<file path="config.mk">
export PLATFORM = sky130hd
export DESIGN_NAME = serial_frame_receiver_xor_check
export DESIGN_NICKNAME = d
export VERILOG_FILES = /design/src/sfr_pkg.sv /design/src/serial_frame_receiver_xor_check.sv /design/src/sfr_in_stage.sv /design/src/sfr_parser.sv /design/src/sfr_out_stage.sv
export VERILOG_INCLUDE_DIRS = /design/src /design/src/src
export SDC_FILE = /design/constraint.sdc
export NUM_CORES = 1
export LEC_CHECK = 0
export BUFFER_PORTS_ARGS = -buffer_cell sky130_fd_sc_hd__buf_2
export CORE_MARGIN = 1
export CORE_UTILIZATION = 60
export CTS_CLUSTER_SIZE = 24
export DETAILED_ROUTE_END_ITERATION = 6
export MAX_ROUTING_LAYER = met4
export PLACE_DENSITY = 0.87
export SYNTH_ARGS = -nofsm -noshare
export SYNTH_HDL_FRONTEND = slang
export SYNTH_SLANG_ARGS = --single-unit
</file>
<file path="constraint.sdc">
create_clock -name clk -period 9.2 [get_ports clk]
set_input_delay 0 -clock clk [delete_from_list [all_inputs] [get_ports clk]]
set_output_delay 0 -clock clk [all_outputs]
set_load 0.03 [all_outputs]
</file>
<file path="src/serial_frame_receiver_xor_check_defines.svh">
// Assertion macros for the serial frame receiver.
// Included by the top level; no other dependencies.
`ifndef SERIAL_FRAME_RECEIVER_XOR_CHECK_DEFINES_SVH
`define SERIAL_FRAME_RECEIVER_XOR_CHECK_DEFINES_SVH

`ifndef NO_ASSERTIONS
`define SFR_ASSERT_NOW(label, clk, rst_n, ante, cons) \
  label: assert property (@(posedge clk) disable iff (!rst_n) (ante) |-> (cons)) \
    else $error("sfr assertion failed");
`define SFR_ASSERT_NEXT(label, clk, rst_n, ante, cons) \
  label: assert property (@(posedge clk) disable iff (!rst_n) (ante) |=> (cons)) \
    else $error("sfr assertion failed");
`else
`define SFR_ASSERT_NOW(label, clk, rst_n, ante, cons)
`define SFR_ASSERT_NEXT(label, clk, rst_n, ante, cons)
`endif

`endif

</file>
<file path="src/sfr_pkg.sv">
// Types and constants for the serial frame receiver.
// No dependencies; used by every module of the block.
package sfr_pkg;

  typedef struct packed {
    logic [7:0] rx_data;
    logic       gap_before;
  } item_t;

  typedef struct packed {
    logic        record_kind;
    logic [7:0]  content_byte;
    logic [7:0]  content_index;
    logic [1:0]  frame_status;
    logic [1:0]  frame_class;
    logic [7:0]  msg_code;
    logic [15:0] body_length;
    logic [7:0]  frame_number;
    logic [3:0]  sequence_low;
    logic        first_of_message;
  } res_t;

  localparam logic [3:0] PH_HUNT      = 4'd0;
  localparam logic [3:0] PH_DISCARD   = 4'd1;
  localparam logic [3:0] PH_DEST      = 4'd2;
  localparam logic [3:0] PH_SRC       = 4'd3;
  localparam logic [3:0] PH_TYPE      = 4'd4;
  localparam logic [3:0] PH_LEN1      = 4'd5;
  localparam logic [3:0] PH_LEN2      = 4'd6;
  localparam logic [3:0] PH_BODY      = 4'd7;
  localparam logic [3:0] PH_ECHO_SRC  = 4'd8;
  localparam logic [3:0] PH_ECHO_TYPE = 4'd9;
  localparam logic [3:0] PH_ECHO_LEN1 = 4'd10;
  localparam logic [3:0] PH_ECHO_LEN2 = 4'd11;
  localparam logic [3:0] PH_ECHO_BODY = 4'd12;

  localparam logic       REC_CONTENT = 1'b0;
  localparam logic       REC_STATUS  = 1'b1;

  localparam logic [1:0] ST_GOOD    = 2'd0;
  localparam logic [1:0] ST_BAD     = 2'd1;
  localparam logic [1:0] ST_OVERRUN = 2'd2;

  localparam logic [1:0] CLS_NORMAL = 2'd0;
  localparam logic [1:0] CLS_ACK    = 2'd1;
  localparam logic [1:0] CLS_LINK   = 2'd2;

  localparam logic [7:0] START_CABLE = 8'h1e;
  localparam logic [7:0] START_IR    = 8'h1c;
  localparam logic [7:0] ADDR_PHONE  = 8'h0c;
  localparam logic [7:0] ADDR_HOST   = 8'h00;
  localparam logic [7:0] TYPE_ACK    = 8'h7f;
  localparam logic [7:0] TYPE_LINK   = 8'hf1;

endpackage

</file>
<file path="src/serial_frame_receiver_xor_check.sv">
// Top level of the serial frame receiver with two-lane XOR check.
// Depends on sfr_pkg, sfr_in_stage, sfr_parser, sfr_out_stage and the defines header.
//
//   channel  direction  handshake            payload
//   in       input      in_valid/in_ready    in_rx_data, in_gap_before
//   out      output     out_valid/out_ready  out_record_kind .. out_first_of_message
//   cfg      input      cfg_wr_en            cfg_wr_data (ir_mode)
//
// One byte a cycle while the output is not stalled; a result passes the input register, then the result register.
// The parser advances whenever the input register holds a byte and the result register is empty or being drained.
// rst_n is synchronous: parser back to hunting, both stages empty, ir_mode 0.
// A stalled output holds one result and one byte in the input register.
`include "serial_frame_receiver_xor_check_defines.svh"
module serial_frame_receiver_xor_check #(
  parameter int MAX_FRAME_BYTES = 256
) (
  input  logic        clk,
  input  logic        rst_n,
  input  logic        cfg_wr_en,
  input  logic        cfg_wr_data,
  input  logic        in_valid,
  output logic        in_ready,
  input  logic [7:0]  in_rx_data,
  input  logic        in_gap_before,
  output logic        out_valid,
  input  logic        out_ready,
  output logic        out_record_kind,
  output logic [7:0]  out_content_byte,
  output logic [7:0]  out_content_index,
  output logic [1:0]  out_frame_status,
  output logic [1:0]  out_frame_class,
  output logic [7:0]  out_msg_code,
  output logic [15:0] out_body_length,
  output logic [7:0]  out_frame_number,
  output logic [3:0]  out_sequence_low,
  output logic        out_first_of_message
);
  import sfr_pkg::*;

  logic  ir_mode_r;
  item_t in_item, s1_item;
  logic  s1_valid, advance, emit;
  res_t  res, res_q;
  logic  content_clean, ack_status;

  always_ff @(posedge clk) begin
    if (!rst_n) begin
      ir_mode_r <= 1'b0;
    end else if (cfg_wr_en) begin
      ir_mode_r <= cfg_wr_data;
    end
  end

  assign in_item.rx_data    = in_rx_data;
  assign in_item.gap_before = in_gap_before;
  assign advance            = s1_valid && (!out_valid || out_ready);

  sfr_in_stage u_in (
    .clk      (clk),
    .rst_n    (rst_n),
    .in_valid (in_valid),
    .in_ready (in_ready),
    .in_item  (in_item),
    .advance  (advance),
    .s1_valid (s1_valid),
    .s1_item  (s1_item)
  );

  sfr_parser #(.MAX_FRAME_BYTES(MAX_FRAME_BYTES)) u_parser (
    .clk     (clk),
    .rst_n   (rst_n),
    .fire    (advance),
    .item    (s1_item),
    .ir_mode (ir_mode_r),
    .emit    (emit),
    .res     (res)
  );

  sfr_out_stage u_out (
    .clk       (clk),
    .rst_n     (rst_n),
    .load      (advance && emit),
    .res_in    (res),
    .out_ready (out_ready),
    .out_valid (out_valid),
    .res_out   (res_q)
  );

  assign out_record_kind      = res_q.record_kind;
  assign out_content_byte     = res_q.content_byte;
  assign out_content_index    = res_q.content_index;
  assign out_frame_status     = res_q.frame_status;
  assign out_frame_class      = res_q.frame_class;
  assign out_msg_code         = res_q.msg_code;
  assign out_body_length      = res_q.body_length;
  assign out_frame_number     = res_q.frame_number;
  assign out_sequence_low     = res_q.sequence_low;
  assign out_first_of_message = res_q.first_of_message;

  assign content_clean = out_frame_status == ST_GOOD && out_frame_class == CLS_NORMAL &&
                         out_body_length == 16'd0;
  assign ack_status    = out_record_kind == REC_STATUS && out_msg_code == TYPE_ACK;

  `SFR_ASSERT_NOW(a_ready_when_empty, clk, rst_n, !out_valid, in_ready)
  `SFR_ASSERT_NOW(a_content_clean, clk, rst_n, out_valid && out_record_kind == REC_CONTENT, content_clean)
  `SFR_ASSERT_NOW(a_status_code, clk, rst_n, out_valid, out_frame_status <= ST_OVERRUN)
  `SFR_ASSERT_NOW(a_ack_class, clk, rst_n, out_valid && ack_status, out_frame_class == CLS_ACK)
  `SFR_ASSERT_NEXT(a_stall_keeps_input, clk, rst_n, s1_valid && out_valid && !out_ready, s1_valid)
endmodule

</file>
<file path="src/sfr_in_stage.sv">
// Input register of the serial frame receiver: holds one item for the parser.
// Depends on sfr_pkg.
module sfr_in_stage (
  input  logic          clk,
  input  logic          rst_n,
  input  logic          in_valid,
  output logic          in_ready,
  input  sfr_pkg::item_t in_item,
  input  logic          advance,
  output logic          s1_valid,
  output sfr_pkg::item_t s1_item
);
  import sfr_pkg::*;

  logic  valid_r, valid_nxt;
  item_t item_r;

  assign in_ready = !valid_r || advance;

  always_comb begin
    valid_nxt = valid_r;
    if (in_valid && in_ready) begin
      valid_nxt = 1'b1;
    end else if (advance) begin
      valid_nxt = 1'b0;
    end
  end

  always_ff @(posedge clk) begin
    if (!rst_n) begin
      valid_r <= 1'b0;
    end else begin
      valid_r <= valid_nxt;
    end
  end

  always_ff @(posedge clk) begin
    if (in_valid && in_ready) begin
      item_r <= in_item;
    end
  end

  assign s1_valid = valid_r;
  assign s1_item  = item_r;
endmodule

</file>
<file path="src/sfr_parser.sv">
// Frame parser: phase register, XOR check lanes and header fields, one byte a cycle while fire is high.
// Depends on sfr_pkg.
module sfr_parser #(
  parameter int MAX_FRAME_BYTES = 256
) (
  input  logic           clk,
  input  logic           rst_n,
  input  logic           fire,
  input  sfr_pkg::item_t item,
  input  logic           ir_mode,
  output logic           emit,
  output sfr_pkg::res_t  res
);
  import sfr_pkg::*;

  localparam int CW = $clog2(MAX_FRAME_BYTES + 1);
  localparam logic [CW-1:0] MAXC = CW'(MAX_FRAME_BYTES);

  logic [3:0]    phase_r, phase_nxt;
  logic [7:0]    even_r, even_nxt, odd_r, odd_nxt;
  logic          par_r, par_nxt;
  logic [7:0]    type_r, type_nxt;
  logic [15:0]   len_r, len_nxt;
  logic [CW-1:0] bc_r, bc_nxt;
  logic [7:0]    fn_r, fn_nxt, seq_r, seq_nxt;

  logic [7:0]  b;
  logic [7:0]  start_byte;
  logic        hunt;
  logic [17:0] lx, bcx, end_cnt;

  function automatic res_t mk_status(input logic [1:0] st, input logic [7:0] ty,
                                     input logic [15:0] ln, input logic [7:0] fnum,
                                     input logic [7:0] sq);
    res_t r;
    r = '0;
    r.record_kind      = REC_STATUS;
    r.frame_status     = st;
    r.frame_class      = (ty == TYPE_ACK) ? CLS_ACK :
                         (ty == TYPE_LINK) ? CLS_LINK : CLS_NORMAL;
    r.msg_code         = ty;
    r.body_length      = ln;
    r.frame_number     = fnum;
    r.sequence_low     = sq[3:0];
    r.first_of_message = sq[6];
    return r;
  endfunction

  assign b          = item.rx_data;
  assign start_byte = ir_mode ? START_IR : START_CABLE;
  assign lx         = {2'b00, len_r};
  assign bcx        = 18'(bc_r);
  assign end_cnt    = lx + 18'(len_r[0]) + 18'd2;

  always_comb begin
    phase_nxt = phase_r;
    even_nxt  = even_r;
    odd_nxt   = odd_r;
    type_nxt  = type_r;
    len_nxt   = len_r;
    bc_nxt    = bc_r;
    fn_nxt    = fn_r;
    seq_nxt   = seq_r;
    emit      = 1'b0;
    res       = '0;
    hunt      = 1'b0;

    if (par_r) begin
      odd_nxt = odd_r ^ b;
    end else begin
      even_nxt = even_r ^ b;
    end
    par_nxt = ~par_r;

    case (phase_r)
      PH_DEST: begin
        if (b == ADDR_PHONE) begin
          phase_nxt = PH_SRC;
        end else if (b == ADDR_HOST) begin
          phase_nxt = PH_ECHO_SRC;
        end else begin
          phase_nxt = PH_HUNT;
        end
      end
      PH_SRC: begin
        phase_nxt = (b == ADDR_HOST) ? PH_TYPE : PH_HUNT;
      end
      PH_TYPE: begin
        type_nxt  = b;
        phase_nxt = PH_LEN1;
      end
      PH_LEN1: begin
        len_nxt   = {b, 8'h00};
        phase_nxt = PH_LEN2;
      end
      PH_LEN2: begin
        len_nxt   = {len_r[15:8], b};
        bc_nxt    = '0;
        phase_nxt = PH_BODY;
      end
      PH_BODY: begin
        if (bc_r >= MAXC) begin
          phase_nxt = PH_HUNT;
          emit      = 1'b1;
          res       = mk_status(ST_OVERRUN, type_r, len_r, fn_r, seq_r);
        end else begin
          bc_nxt = bc_r + CW'(1);
          if (len_r >= 16'd2 && bcx == lx - 18'd2) begin
            fn_nxt = b;
          end
          if (len_r >= 16'd1 && bcx == lx - 18'd1) begin
            seq_nxt = b;
          end
          if (bcx + 18'd1 == end_cnt) begin
            phase_nxt = PH_HUNT;
            emit      = 1'b1;
            res       = mk_status((even_nxt == odd_nxt) ? ST_GOOD : ST_BAD,
                                  type_r, len_r, fn_nxt, seq_nxt);
          end else if (bcx < lx) begin
            emit              = 1'b1;
            res.record_kind   = REC_CONTENT;
            res.content_byte  = b;
            res.content_index = bcx[7:0];
          end
        end
      end
      PH_ECHO_SRC: begin
        phase_nxt = (b == ADDR_PHONE) ? PH_ECHO_TYPE : PH_HUNT;
      end
      PH_ECHO_TYPE: begin
        type_nxt  = b;
        phase_nxt = PH_ECHO_LEN1;
      end
      PH_ECHO_LEN1: begin
        phase_nxt = PH_ECHO_LEN2;
      end
      PH_ECHO_LEN2: begin
        len_nxt   = {8'h00, b};
        bc_nxt    = '0;
        phase_nxt = PH_ECHO_BODY;
      end
      PH_ECHO_BODY: begin
        if (bc_r >= MAXC) begin
          phase_nxt = PH_HUNT;
        end else begin
          bc_nxt = bc_r + CW'(1);
          if (bcx + 18'd1 == end_cnt) begin
            phase_nxt = PH_HUNT;
          end
        end
      end
      PH_DISCARD: begin
        hunt = item.gap_before;
      end
      default: begin
        hunt = 1'b1;
      end
    endcase

    if (hunt) begin
      if (b == start_byte) begin
        even_nxt  = b;
        odd_nxt   = 8'h00;
        par_nxt   = 1'b1;
        fn_nxt    = 8'h00;
        seq_nxt   = 8'h00;
        phase_nxt = PH_DEST;
      end else begin
        phase_nxt = PH_DISCARD;
      end
    end
  end

  always_ff @(posedge clk) begin
    if (!rst_n) begin
      phase_r <= PH_HUNT;
      even_r  <= '0;
      odd_r   <= '0;
      par_r   <= 1'b0;
      type_r  <= '0;
      len_r   <= '0;
      bc_r    <= '0;
      fn_r    <= '0;
      seq_r   <= '0;
    end else if (fire) begin
      phase_r <= phase_nxt;
      even_r  <= even_nxt;
      odd_r   <= odd_nxt;
      par_r   <= par_nxt;
      type_r  <= type_nxt;
      len_r   <= len_nxt;
      bc_r    <= bc_nxt;
      fn_r    <= fn_nxt;
      seq_r   <= seq_nxt;
    end
  end
endmodule

</file>
<file path="src/sfr_out_stage.sv">
// Result register of the serial frame receiver.
// Depends on sfr_pkg.
module sfr_out_stage (
  input  logic          clk,
  input  logic          rst_n,
  input  logic          load,
  input  sfr_pkg::res_t res_in,
  input  logic          out_ready,
  output logic          out_valid,
  output sfr_pkg::res_t res_out
);
  import sfr_pkg::*;

  logic valid_r, valid_nxt;
  res_t res_r;

  always_comb begin
    valid_nxt = valid_r;
    if (load) begin
      valid_nxt = 1'b1;
    end else if (out_ready) begin
      valid_nxt = 1'b0;
    end
  end

  always_ff @(posedge clk) begin
    if (!rst_n) begin
      valid_r <= 1'b0;
    end else begin
      valid_r <= valid_nxt;
    end
  end

  always_ff @(posedge clk) begin
    if (load) begin
      res_r <= res_in;
    end
  end

  assign out_valid = valid_r;
  assign res_out   = res_r;
endmodule

</file>
# == Word level (Yosys, flattened, before mapping) ==
# Cells that the tools add are included.
# op_classes
bitwise,7
n_mux,47
eq_ne,22
addsub,6
reduce_logical,27
order_cmp,4
# ops
cell,n
$mux 8,16
$mux 58,1
$pmux 16 s3,1
$mux 41,1
$pmux 4 s10,1
$eq 9x18->1,2
$mux 4,6
$eq 4x4->1 const B,5
$add 18x2->18 const B,1
$eq 18x18->1,1
$pmux 9 s2,1
$add 16x1->17,1
$mux 17,1
$sub 16x1->17 const B,1
$sub 16x2->17 const B,1
$eq 4x3->1 const B,4
$eq 8x8->1,2
$ge 16x1->1 const B,1
$ge 16x2->1 const B,1
$lt 9x16->1,1
$mux 16,1
$xor 8x8->8,2
$mux 1,11
$reduce_bool 11->1,1
other kinds (27),49
# word_totals
elab_cells,139
inputBits,15
regBits,140
out_inout_bits,60

# == Logic depth before layout (Yosys ltp) ==
# depth
ltp_word,8
depth_mapped,15

# == Modules after synthesis ==
# Synthesis repeated with hierarchy kept, for this count alone.
# unflattened
hier_cells,823
hier_area_um2,7541.0
# by_module_without_submodules
mod,seq_area_each_um2,n_inst,cells_each,area_per_inst_um2
sfr_parser,1341.3,1,742,5375.2
sfr_out_stage,1761.7,1,61,1783.0
sfr_in_stage,290.3,1,14,327.8
serial_frame_receiver_xor_check,20.0,1,6,55.1

# == Worst setup path before layout ==
# No wires, ideal clock.
# synth_timing
path_kind,register to register
from,register u_parser.len_r[0]
to,"register u_out.res_r (netlist bit u_out.res_out[0]), enable pin"
path_stages_with_launch,15
setup_ps,493
t_arrival_ps,6038
path_slack_ps,2669
required_ps,8707
cell_sequence,dfxtp_1 > buf_2 > inv_1 > ha_1 > ha_1 > o21ai_0 > a2111oi_4 > o211ai_1 > or4_1 > a2111o_1 > nor3_2 > buf_4 > nor2_1 > buf_2 > a21oi_1
# synth_between
elab_chain_cells,7
word_cells_on_any_way,9
# synth_lines
item,line,source
"start, declared",sfr_parser.sv:23,"logic [15:0] len_r, len_nxt;"
"start signal, assigned",sfr_parser.sv:191,len_r <= len_nxt;
$add 16x1->17,sfr_parser.sv:53,assign end_cnt = lx + 18'(len_r[0]) + 18'd2;
$add 18x2->18,sfr_parser.sv:53,
$eq 18x18->1,sfr_parser.sv:114,if (bcx + 18'd1 == end_cnt) begin
$mux 1 *,sfr_parser.sv:114,
$mux 1 *,sfr_parser.sv:102,if (bc_r >= MAXC) begin
$mux 1 *,sfr_parser.sv:75,case (phase_r)
$logic_and 1x1->1 *,serial_frame_receiver_xor_check.sv:82,".load (advance && emit),"
net u_out.load,sfr_out_stage.sv:6,"input logic load,"
"end signal, assigned",sfr_out_stage.sv:36,res_r <= res_in;
"end, declared",sfr_out_stage.sv:15,res_t res_r;
# Mark *: on every way through the listed nets, which the timed path passes. The rest lies on a longest branch.
# A chain may end at the register's enable or synchronous reset.

# == Worst setup path in the final report ==
# layout_timing
from,register u_parser.len_r[0]
to,"register u_out.res_r (netlist bit u_out.res_out[44]), enable pin"
# Same word-level chain as after synthesis.

==> flow_metrics.py <==
metrics = {
    "synth": {
        "synth_cell_types": 67,
        "async_flop_share": 0,
        "synth-seq-cells": 137,
        "synth_area_leaders": "edfxtp_1 (26%), dfxtp_1 (18%), xnor2_1 (5.4%)",
        "synth_edf_count": 67,
        "synth.largest_area_cell": "edfxtp_1",
        "yosys_warnings": 0,
        "synth_top_area_share": 0.255,
        "synth_seq_area_share": 0.433,
        "syn_nets": 900,
        "synth_ff_type": "dfxtp_1",
        "postSynthAreaPerCell_um2": 9.07,
        "synthCells": 869,
        "syn-cell-area_mm2": 0.00788,
    },
    "critical_path": {
        "crit_arrival_ns": 5.88,
        "worstPathMaxFanout": 31,
        "cp_data_required_time_ns": 9.28,
        "startpoint_type": "flip-flop",
        "reg2regPathDepth": 12,
        "cpMaxStageDelayCell": "a21oi_4",
        "slowest_delay_ns": 0.82,
        "worst_path_most_repeated_cell": "ha_1",
        "criticalPathCategory": "reg -> reg",
        "crit_chain": "inv_1, ha_1, ha_1, o21ai_0, a2111oi_4, o211ai_1, or4_1, a2111o_1, nor3_2, nor2_1, a21oi_4, buf_4",
        "rrSetupSlack_ns": 3.40,
        "critPathCaptureType": "flip-flop",
    },
    "hold_path": {
        "hold_class": "in -> reg",
        "holdPathStages": 3,
    },
    "floorplanning": {
        "start_util": 0.619,
        "rows": 41,
        "die_x_um": 117,
        "core_mm2": 0.0127,
        "io_pins": 75,
        "dieArea_mm2": 0.0136,
        "die_h_um": 117,
    },
    "final_layout": {
        "final_common_cell": "buf_2",
        "nets": 949,
        "fillers": 997,
        "drive_gt1_frac": 0.129,
        "layout_common_cells": "buf_2 (74), nand2_1 (73), dfxtp_1 (70)",
        "area_growth_pct": 14.1,
    },
    "global_route": {
        "grt_overflow": 0,
        "grt_max_degree": 70,
        "grtUsageMet2": 0.522,
        "grt_util_met1": 0.415,
        "gr-usage-all-layers": 0.333,
        "grt_busiest_layer": "met2",
        "grt_pass1_wl_um": 32800,
        "use_met3": 0.0638,
        "antenna_found_initial": 1,
        "grt_pass1_vias": 6407,
    },
    "clocking": {
        "cts_tree": "yes",
        "clkLatencyLatePin_ns": 0.43,
        "postCtsSetupBuffers": 0,
        "cts.path.max_buffers": 2,
        "h-tree-depth": 4,
        "cts_root_buffer": "clkbuf_16",
        "cts_resized": 0,
        "clock_sinks": 137,
        "cts.clk_slew.worst_paths_ns": 0.06,
        "cts_inserted_buffers": 17,
    },
    "placed_design": {
        "dpl.hpwl_um": 13600,
        "place.port_buffers": 74,
        "gp_congestion": 0.988,
    },
    "routing": {
        "first_pass_iters": 5,
        "via_per_inst": 6.18,
        "wl_per_cell_um": 19.0,
        "ant_nets": 0,
        "route.detailed.drc": 0,
        "vias": 6821,
        "drt_iter0_drc": 641,
        "totalWireLength_um": 21000,
    },
    "sta": {
        "tightest_slew_ns": 1.11,
        "setup_viol": 0,
        "fin_setup_tns_ns": 0,
        "relSlewSlack": 0.256,
        "finalHoldViolations": 0,
        "finalClockSkew_ns": 0.0122,
        "fmax_mhz": 172,
        "drv_slew": 0,
        "period_minus_slack_ns": 5.80,
        "rsz0062_at_grt": "no",
        "holdWs_ns": 0.229,
        "period_share": 0.630,
    },
    "power": {
        "cellPowerDensity_mw_per_mm2": 158,
        "leakage_nw": 2.86,
        "ir_drop_uv": 133,
    },
    "status": {
        "outcome": "finished, final reports clean",
    },
    "flow_run": {
        "cap_violations": 0,
    },
}
synth_stat cells (3+ instances only):
master	count
nand2_1	73
dfxtp_1	70
edfxtp_1	67
o21ai_0	54
xnor2_1	49
nor3_1	45
clkbuf_1	44
a21oi_1	41
inv_1	36
nor2_1	36
and2_1	33
nor2b_1	33
nand3_1	31
mux2i_1	19
a22oi_1	17
a21boi_0	16
ha_1	16
and3_1	14
nand4_1	14
nor4_1	13
nand2b_1	12
o21a_1	12
xor2_1	12
buf_2	9
a22o_1	8
o22ai_1	7
a31oi_1	6
buf_4	6
or3_1	6
o211ai_1	5
or4_1	5
o211a_1	4
o31ai_1	4
and4_1	3
nor3b_1	3
kinds of logic (layout without fill, tap and decap cells):
group                      Yosys count  after routing  share of synthesized area
other                                0              1                          0
muxes                               19             19                     0.0241
buffers and inverters               99            161                     0.0514
xor gates and xnor gates            62             62                     0.0708
AOI/OAI and AO/OA                  199            199                      0.167
adders and majority gates           16             16                     0.0254
and+or+nand+nor                    337            337                      0.228
DFF                                137            137                      0.433
stage by stage:
stage,util,total power [mW],std cells,instance area (um^2),setup slack [ns]
2_1_floorplan,-,0.701,869,7880,2.67
5_1_grt,0.707,1.45,1104,9000,3.02
4_1_cts,0.707,1.42,1103,8990,3.46
6_report,0.707,1.42,1104,9000,3.40
3_3_place_gp,0.648,0.716,1057,8240,3.68
3_5_place_dp,0.648,0.717,1057,8240,3.49
power by group:
group / internal (mW) / switching [mW] / total, mW
clock: 0.435 / 0.271 / 0.706
sequential: 0.642 / 0.0211 / 0.664
combinational: 0.0239 / 0.0242 / 0.0482
total: 1.10 / 0.316 / 1.42
state kept, by name, summed over array words and instances (netlist names), 4 cells and up:
name,count
u_in.s1_item,9
u_out.res_out,58
u_parser.bc_r,9
u_parser.even_r,8
u_parser.fn_r,8
u_parser.len_r,16
u_parser.odd_r,8
u_parser.phase_r,4
u_parser.seq_r,5
u_parser.type_r,8
layer usage:
layer  vias up  part of all wire
met1      3186              0.42
met3        75             0.073
li1       3224                 -
met2       336              0.47
met4         0             0.041
met5         -                 0
final cells by class:
class | instances | area (um^2) | share of cell area
Timing Repair Buffer | 91 | 533 | 0.0592
Multi-Input combinational cell | 633 | 4080 | 0.454
Inverter | 38 | 143 | 0.0159
Clock inverter | 14 | 170 | 0.0189
Antenna cell | 1 | 2.50 | 0.000278
Sequential cell | 137 | 3410 | 0.379
Tap cell | 172 | 215 | 0.0239
Clock buffer | 18 | 439 | 0.0488
worst max-delay path: cells and delay by family (launching register included):
kind,cells,cell delay (ns)
compound gates,5,2.02
simple gates,3,1.47
buf+inv,2,0.68
fa+ha+maj,2,0.63
flops,1,0.60
worst paths after layout:
path | startpoint | end
max | u_parser.len_r[0]$_SDFFE_PN0P_ | u_out.res_out[44]$_SDFFCE_PP0P_
min reg2reg | u_parser.seq_r[2]$_SDFFE_PN0P_ | u_parser.seq_r[2]$_SDFFE_PN0P_
min | rst_n | u_parser.even_r[3]$_SDFFE_PN0P_
max reg2reg | u_parser.len_r[0]$_SDFFE_PN0P_ | u_out.res_out[44]$_SDFFCE_PP0P_
what timing repair did:
item,4_1_cts,5_1_grt
hold endpoints to repair,12,0
setup endpoints to repair,0,0
hold buffers,14,0
(Power assumes the default switching activity.)
